**src/sv/mfa_pkg.sv**
```systemverilog
package mfa_pkg;

  typedef enum logic [1:0] {
    FMT_INT8    = 2'd0,
    FMT_INT32   = 2'd1,
    FMT_FLOAT32 = 2'd2,
    FMT_FLOAT64 = 2'd3
  } fmt_t;

  localparam logic [63:0] QNAN32 = 64'h0000_0000_7FC0_0000;
  localparam logic [63:0] QNAN64 = 64'h7FF8_0000_0000_0000;

  // working mantissa: hidden bit + 52 fraction + guard/round/sticky
  localparam int MW = 56;

  // stage 1 -> stage 2: operands unpacked into a common wide form
  typedef struct packed {
    logic        is_int;
    logic        is_f32;
    logic        mismatch;
    logic [63:0] int_sum;
    logic        special;
    logic [63:0] special_bits;
    logic        sign_big;
    logic        sign_small;
    logic [11:0] exp_big;
    logic [52:0] man_big;
    logic [52:0] man_small;
    logic [11:0] exp_diff;
  } s1_t;

  // stage 2 -> stage 3: aligned add done
  typedef struct packed {
    logic        is_int;
    logic        is_f32;
    logic        mismatch;
    logic [63:0] int_sum;
    logic        special;
    logic [63:0] special_bits;
    logic        sign;
    logic [11:0] exp;
    logic [MW:0] sum;
  } s2_t;

  // stage 3 -> stage 4: normalized, before rounding
  typedef struct packed {
    logic        is_int;
    logic        is_f32;
    logic        mismatch;
    logic [63:0] int_sum;
    logic        special;
    logic [63:0] special_bits;
    logic        sign;
    logic        zero;
    logic [12:0] exp;
    logic [MW-1:0] man;
  } s3_t;

endpackage

```
**src/sv/mfa_core.sv**
```systemverilog
module mfa_core (
  input  logic        clk,
  input  logic        rst,
  input  logic        adv,
  input  logic        in_valid,
  input  logic [1:0]  operation,
  input  logic [1:0]  other_format,
  input  logic [63:0] operand_a,
  input  logic [63:0] operand_b,
  output logic        out_valid,
  output logic [63:0] sum_bits,
  output logic        format_mismatch
);

  localparam int MW = mfa_pkg::MW;

  logic [3:0] vld;
  mfa_pkg::s1_t s1, s1_next;
  mfa_pkg::s2_t s2, s2_next;
  mfa_pkg::s3_t s3, s3_next;
  logic [63:0] res, res_next;
  logic        mis;

  always_ff @(posedge clk) begin
    if (rst) begin
      vld <= '0;
    end else if (adv) begin
      vld <= {vld[2:0], in_valid};
    end
  end

  always_ff @(posedge clk) begin
    if (adv) begin
      s1  <= s1_next;
      s2  <= s2_next;
      s3  <= s3_next;
      res <= res_next;
      mis <= s3.mismatch;
    end
  end

  assign out_valid       = vld[3];
  assign sum_bits        = res;
  assign format_mismatch = mis;

  // ---- stage 1: unpack, swap, specials, integer sum
  always_comb begin
    logic        f32, sa, sb, nana, nanb, infa, infb, a_big;
    logic [11:0] ea, eb, eea, eeb;
    logic [52:0] ma, mb;
    logic [63:0] isum;
    f32 = (operation == mfa_pkg::FMT_FLOAT32);
    if (f32) begin
      sa = operand_a[31]; sb = operand_b[31];
      ea = {4'd0, operand_a[30:23]}; eb = {4'd0, operand_b[30:23]};
      ma = {1'b0, operand_a[22:0], 29'd0}; mb = {1'b0, operand_b[22:0], 29'd0};
      infa = (ea == 12'hFF); infb = (eb == 12'hFF);
    end else begin
      sa = operand_a[63]; sb = operand_b[63];
      ea = {1'b0, operand_a[62:52]}; eb = {1'b0, operand_b[62:52]};
      ma = {1'b0, operand_a[51:0]}; mb = {1'b0, operand_b[51:0]};
      infa = (ea == 12'h7FF); infb = (eb == 12'h7FF);
    end
    nana = infa && (ma != '0);
    nanb = infb && (mb != '0);
    // hidden bit, subnormals use exponent 1
    eea = (ea == '0) ? 12'd1 : ea;
    eeb = (eb == '0) ? 12'd1 : eb;
    ma[52] = (ea != '0);
    mb[52] = (eb != '0);
    a_big = ({eea, ma} >= {eeb, mb});
    isum = operand_a + operand_b;
    unique case (mfa_pkg::fmt_t'(operation))
      mfa_pkg::FMT_INT8:  isum = {56'd0, isum[7:0]};
      mfa_pkg::FMT_INT32: isum = {32'd0, isum[31:0]};
      default:            isum = isum;
    endcase
    s1_next.is_int     = !operation[1];
    s1_next.is_f32     = f32;
    s1_next.mismatch   = (operation != other_format);
    s1_next.int_sum    = isum;
    s1_next.special    = nana || nanb || infa || infb;
    if (nana || nanb || (infa && infb && (sa != sb)))
      s1_next.special_bits = f32 ? mfa_pkg::QNAN32 : mfa_pkg::QNAN64;
    else if (infa)
      s1_next.special_bits = f32 ? {32'd0, operand_a[31:0]} : operand_a;
    else
      s1_next.special_bits = f32 ? {32'd0, operand_b[31:0]} : operand_b;
    s1_next.sign_big   = a_big ? sa : sb;
    s1_next.sign_small = a_big ? sb : sa;
    s1_next.exp_big    = a_big ? eea : eeb;
    s1_next.man_big    = a_big ? ma : mb;
    s1_next.man_small  = a_big ? mb : ma;
    s1_next.exp_diff   = a_big ? (eea - eeb) : (eeb - eea);
  end

  // ---- stage 2: align and add
  always_comb begin
    logic [MW-1:0] big, sml, sh;
    logic          sticky;
    logic [5:0]    d;
    big   = {s1.man_big, 3'd0};
    sml   = {s1.man_small, 3'd0};
    d = (s1.exp_diff > 12'd56) ? 6'd56 : s1.exp_diff[5:0];
    sh = sml >> d;
    sticky = ((sh << d) != sml);
    sh[0] = sh[0] | sticky;
    s2_next.is_int       = s1.is_int;
    s2_next.is_f32       = s1.is_f32;
    s2_next.mismatch     = s1.mismatch;
    s2_next.int_sum      = s1.int_sum;
    s2_next.special      = s1.special;
    s2_next.special_bits = s1.special_bits;
    s2_next.exp          = s1.exp_big;
    if (s1.sign_big == s1.sign_small) begin
      s2_next.sum  = {1'b0, big} + {1'b0, sh};
      s2_next.sign = s1.sign_big;
    end else begin
      s2_next.sum  = {1'b0, big} - {1'b0, sh};
      // exact cancellation gives +0 under round to nearest
      s2_next.sign = (big == sh) ? 1'b0 : s1.sign_big;
    end
  end

  // ---- stage 3: normalize
  always_comb begin
    logic [5:0]    lz;
    logic [12:0]   e;
    logic [MW-1:0] m;
    logic          found;
    lz = '0; found = 1'b0;
    for (int i = MW - 1; i >= 0; i--) begin
      if (!found && s2.sum[i]) begin
        found = 1'b1;
        lz = 6'(MW - 1 - i);
      end
    end
    e = {1'b0, s2.exp};
    if (s2.sum[MW]) begin
      m = s2.sum[MW:1] | {{(MW-1){1'b0}}, s2.sum[0]};
      e = e + 13'd1;
    end else if ({7'd0, lz} < e) begin
      m = s2.sum[MW-1:0] << lz;
      e = e - {7'd0, lz};
    end else begin
      // subnormal: shift only down to exponent 1, then mark as 0
      m = s2.sum[MW-1:0] << (e[5:0] - 6'd1);
      e = 13'd0;
    end
    s3_next.is_int       = s2.is_int;
    s3_next.is_f32       = s2.is_f32;
    s3_next.mismatch     = s2.mismatch;
    s3_next.int_sum      = s2.int_sum;
    s3_next.special      = s2.special;
    s3_next.special_bits = s2.special_bits;
    s3_next.sign         = s2.sign;
    s3_next.zero         = (s2.sum == '0);
    s3_next.exp          = e;
    s3_next.man          = m;
  end

  // ---- stage 4: round and pack, then select the result
  always_comb begin
    logic [53:0] rm;
    logic        g, st, up;
    logic [12:0] e;
    logic [63:0] f;
    e = s3.exp;
    if (s3.is_f32) begin
      g  = s3.man[31];
      st = (s3.man[30:0] != '0);
      up = g && (st || s3.man[32]);
      rm = {30'd0, s3.man[55:32]} + {53'd0, up};
      if (rm[24]) begin rm = rm >> 1; e = e + 13'd1; end
      else if (e == 13'd0 && rm[23]) e = 13'd1;
      if (e >= 13'd255) f = {32'd0, s3.sign, 8'hFF, 23'd0};
      else f = {32'd0, s3.sign, e[7:0], rm[22:0]};
    end else begin
      g  = s3.man[2];
      st = (s3.man[1:0] != '0);
      up = g && (st || s3.man[3]);
      rm = {1'b0, s3.man[55:3]} + {53'd0, up};
      if (rm[53]) begin rm = rm >> 1; e = e + 13'd1; end
      else if (e == 13'd0 && rm[52]) e = 13'd1;
      if (e >= 13'd2047) f = {s3.sign, 11'h7FF, 52'd0};
      else f = {s3.sign, e[10:0], rm[51:0]};
    end
    if (s3.zero)
      f = s3.is_f32 ? {32'd0, s3.sign, 31'd0} : {s3.sign, 63'd0};
    if (s3.mismatch)     res_next = '0;
    else if (s3.is_int)  res_next = s3.int_sum;
    else if (s3.special) res_next = s3.special_bits;
    else                 res_next = f;
  end

endmodule

```
**src/sv/multi_format_adder_unit.sv**
```systemverilog
// Each accepted input item passes the register stages s1, s2, s3 and res to a valid result.
// Throughput: one item per cycle while not stalled, as every stage takes a new item.
// Reset (rst, synchronous, active high) clears the stage valid bits only.
// A stall on the master side freezes every stage together.
module multi_format_adder_unit (
  input  logic         clk,
  input  logic         rst,
  input  logic         s_tvalid,
  output logic         s_tready,
  // tdata: operation[1:0], other_format[3:2], operand_a[67:4], operand_b[131:68]
  input  logic [135:0] s_tdata,
  output logic         m_tvalid,
  input  logic         m_tready,
  // tdata: sum_bits[63:0], format_mismatch[64]
  output logic [71:0]  m_tdata
);

  logic        adv;
  logic [63:0] sum_bits;
  logic        mismatch;

  // pipeline moves when the output slot is empty or being taken
  assign adv      = m_tready || !m_tvalid;
  assign s_tready = adv;

  mfa_core u_core (
    .clk            (clk),
    .rst            (rst),
    .adv            (adv),
    .in_valid       (s_tvalid),
    .operation      (s_tdata[1:0]),
    .other_format   (s_tdata[3:2]),
    .operand_a      (s_tdata[67:4]),
    .operand_b      (s_tdata[131:68]),
    .out_valid      (m_tvalid),
    .sum_bits       (sum_bits),
    .format_mismatch(mismatch)
  );

  assign m_tdata = {7'd0, mismatch, sum_bits};

  // a mismatch always comes with a zero sum
  a_mis_zero: assert property (@(posedge clk) disable iff (rst)
    m_tvalid && m_tdata[64] |-> m_tdata[63:0] == 64'd0)
    else $error("mismatch with nonzero sum");

  // a stalled result holds
  a_hold: assert property (@(posedge clk) disable iff (rst)
    m_tvalid && !m_tready |=> m_tvalid && $stable(m_tdata))
    else $error("result changed under stall");

  // input is stalled only while output is stalled
  a_ready: assert property (@(posedge clk) disable iff (rst)
    !s_tready |-> m_tvalid && !m_tready)
    else $error("spurious input stall");

endmodule

```
**config.mk**
```make
export PLATFORM = sky130hd
export DESIGN_NAME = multi_format_adder_unit
export DESIGN_NICKNAME = d
export VERILOG_FILES = /design/src/sv/mfa_pkg.sv /design/src/sv/mfa_core.sv /design/src/sv/multi_format_adder_unit.sv
export SDC_FILE = /design/constraint.sdc
export NUM_CORES = 2
export LEC_CHECK = 0
export ABC_AREA = 1
export BUFFER_PORTS_ARGS = -buffer_cell sky130_fd_sc_hd__buf_4
export CAP_MARGIN = 20
export CORE_ASPECT_RATIO = 0.8
export CORE_UTILIZATION = 35
export DETAILED_ROUTE_END_ITERATION = 10
export GPL_TIMING_DRIVEN = 0
export PLACE_DENSITY_LB_ADDON = 0.25
export RECOVER_POWER = 100
export SLEW_MARGIN = 20
export SYNTH_ARGS = -nofsm -noshare
export SYNTH_HDL_FRONTEND = slang
export SYNTH_SLANG_ARGS = --single-unit
```
**constraint.sdc**
```tcl
create_clock -name clk -period 23.3 [get_ports clk]
set_clock_uncertainty 0.2 [all_clocks]
set_input_delay 2.33 -clock clk [delete_from_list [all_inputs] [get_ports clk]]
set_output_delay 2.33 -clock clk [all_outputs]
set_load 0.1 [all_outputs]
```
==> summary.md <==
| Metric | Value |
|---|---|
| Antenna violations before repair | `26` |
| Longest Clk Path Bufs | `3` |
| H-tree depth | `3` |
| Chip width | `~460 um` |
| Max VDD drop | `~0.062 mV` |
| Startpoint types | `input pin` |
| Critical Path Sink Type | `primary output` |
| Clk sinks | `736` |
| Grt total ovfl | `0` |
| Max Cap Violations | `8` |
| Tmin final | `approximately 15000 ps` |
| Mapped Avg Cell Area | `a little over 7 um2` |
| Boundary Pins | `~210` |
| Full die area | `roughly 170000 um2` |
| Hold-fix buffers, CTS | `0` |
| Crit path max-delay family | `buffers and inverters` |
| Fin util | `about two fifths` |
| Post-synth top area cell | `edfxtp_1` |
| RSZ-0062 raised after global routing | `no` |
| Hpwl dp | `around 270 mm` |
| PortBufs | `between 200 and 250` |
| Clock Pin Slew Worst Setup and Hold Paths | `~70 ps` |
| Sequential share of the synthesized area | `a little under two fifths` |
| Total GRT Usage | `37.1%` |
| Dpl ws | `12150 ps` |
| DRT Wirelength | `approximately 320 mm` |
| Worst hold path class | `reg -> reg` |
| Pleak | `approximately 28 nW` |
| Mux contribution to synthesized area | `less than 1%` |
| Power Total | `between 0.006 and 0.007 W` |
| Core ar. | `163000 um2` |
| Via density | `between 6 and 7` |
| Worst path cell trace | `clkbuf_4 -> nor2_1 -> clkinvlp_2 -> clkbuf_1 -> clkbuf_1 -> clkbuf_1` |
| Gp weighted congestion | `1.08` |
| Async S/R FF share, synth | `0%` |
| Status | `complete, but fails checks` |
| Post-route DRC | `0` |
| Largest net degree at the start of global routing | `between 100 and 150` |
| #FFs+latches synth | `between 700 and 800` |
| Clk_lat worst skew | `between 700 and 800 ps` |
| Most frequent cells in the layout | `nand2_1, nand3_1, edfxtp_1` |
| Syn Inst Count | `8015` |
| Root buffer cell | `clkbuf_16` |
| Die Y | `roughly 370 um` |
| 1st-iter DRT viols | `10400` |
| CP Class | `in -> out` |
| Endpoints failing hold | `0` |
| Layout cells sized above 1 | `under 10%` |
| Post-Synth Adder-Cell Area | `between 5 and 6%` |
| Routed Antenna Nets | `0` |
| Synth Area in Compound Gates | `13.7%` |
| Power per cell area | `103 nW/um2` |
| Xor/xnor share of the synthesized area | `about 2.4%` |
| Area fraction of the dominant cell type after synthesis | `a little under two fifths` |
| Row count | `132` |
| CP Data Required Time | `about 21000 ps` |
| Main combinational cell family by area after synthesis | `simple AND/OR/NAND/NOR gates` |
| Fmax | `between 60 and 70 MHz` |
| Failing checks | `max-capacitance violations, max-slew violations` |
| Post_cts resized | `0` |
| Crit path top cell by count | `clkbuf_1` |
| CP Buf/Inv Count | `5` |
| Top cells by area, synth | `edfxtp_1, nand2_1, nand3_1, ha_1, a21oi_1` |
| Simple-gate share of the synthesized area | `approximately a third` |
| Nets@finish | `~8700` |
| Fin cells | `~11000` |
| CP Data Arrival Time | `about 12000 ps` |
| Slew @ Worst Pin | `between 5000 and 6000 ps` |
| Synth unique cells | `72` |
| Post-synth EDFFs | `between 700 and 800` |
| Final cycle utilization of the critical path | `roughly 64%` |
| Most common cell after layout, fill and taps aside | `nand2_1` |
| Area Growth Syn to Fin | `11.3%` |
| TritonRoute pass-1 iters | `7` |
| Synth Cell Area | `just under 60000 um2` |
| Placed Cells | `10400` |
| Slew HR | `-290%` |
| Final setup viols | `0` |
| Post-CTS setup buffer count | `0` |
| Final worst-path setup slack | `about 8300 ps` |
| Max-slew violations | `between 700 and 800` |
| Synth Warn # | `0` |
| Vias post-DR | `about 63000` |
| CP Max Fanout | `around 110` |
| CTS buffer count | `about 80` |
| Setup TNS | `0 ps` |
| Drt wl/cell | `30.5 um` |
| CTS tree | `yes` |
| First-pass GRT wire length | `between 400 and 500 mm` |
| Slowest stage cell, crit path | `clkbuf_1` |
| Starting Density | `a little over a third` |
| CP max stage delay | `about 3900 ps` |
| Vias in the first global route | `about 56000` |
| Dominant synthesized flop cell | `edfxtp_1` |
[cells by family after synthesis]
| group | count (synthesis) |
|---|---|
| compound gates | 1467 |
| buf+inv | 1156 |
| mux | 5 |
| xor+xnor | 156 |
| flops | 736 |
| simple gates | 4231 |
| other cells | 1 |
| fa+ha+maj | 263 |
[synth_stat cells (10+ instances only)]
master / n
nand2_1: 2177
nand3_1: 1153
edfxtp_1: 732
inv_1: 710
a21oi_1: 597
o21ai_0: 582
nor2_1: 474
ha_1: 258
clkbuf_1: 235
nand4_1: 180
xor2_1: 126
nor3_1: 106
buf_1: 91
nor4_1: 60
buf_2: 59
o21ai_1: 58
o22ai_1: 39
o211ai_1: 30
xnor2_1: 30
a31oi_1: 29
buf_4: 29
o21a_1: 18
o31ai_1: 17
a211oi_1: 16
a21o_1: 16
inv_2: 14
nand2_2: 11
o311ai_0: 10
[worst paths after layout]
| kind | start | endpoint | slack (ps) | depth (start not counted) |
|---|---|---|---|---|
| max | m_tready | s_tready | 8320 | 6 |
| min | u_core.s2[121]$_DFFE_PP_ | u_core.s3[122]$_DFFE_PP_ | 190 | 0 |
| max reg2reg | u_core.s1[2]$_DFFE_PP_ | u_core.s2[54]$_DFFE_PP_ | 12470 | 45 |
| min reg2reg | u_core.s2[121]$_DFFE_PP_ | u_core.s3[122]$_DFFE_PP_ | 190 | 0 |
[metal layers]
layer	global-route usage, %	wire length, um
met4	10.6	10500
met1	54.2	142000
met2	52.3	129000
met3	10.6	40000
met5	0	92
[registers in the layout (all words and copies together) (netlist names)]
signal and cells:
u_core.format_mismatch 1, u_core.s1 263, u_core.s2 201, u_core.s3 203, u_core.sum_bits 64, u_core.vld 4
[per-stage QoR]
stage	hold WS [ps]	instance area, um2
after detailed placement	205	62200
after floorplan	200	57800
after global routing	215	64300
final	192	64300
after global placement	201	62000
after CTS	205	64900
[report_power, final]
part	total, W	switching, W	leakage, nW	internal, W
sequential	0.00213	0.000308	8.10	0.00182
clock	0.00131	0.000581	1.28	0.000731
combinational	0.00316	0.00240	19.0	0.000764
total	0.00660	0.00328	28.4	0.00332
[final cells by class]
| cell class | instances | area (um2) |
|---|---|---|
| clock buffer | 89 | 2040 |
| fill | 17400 | 98500 |
| inverter | 732 | 2750 |
| clock inverter | 56 | 633 |
| multi-input combinational | 6129 | 31000 |
| timing repair buffer | 210 | 1280 |
| antenna | 6 | 15.0 |
| sequential | 736 | 22100 |
| tap | 2144 | 2680 |
| buffer | 424 | 1850 |
Note: power is estimated with default switching activity, not from simulation.
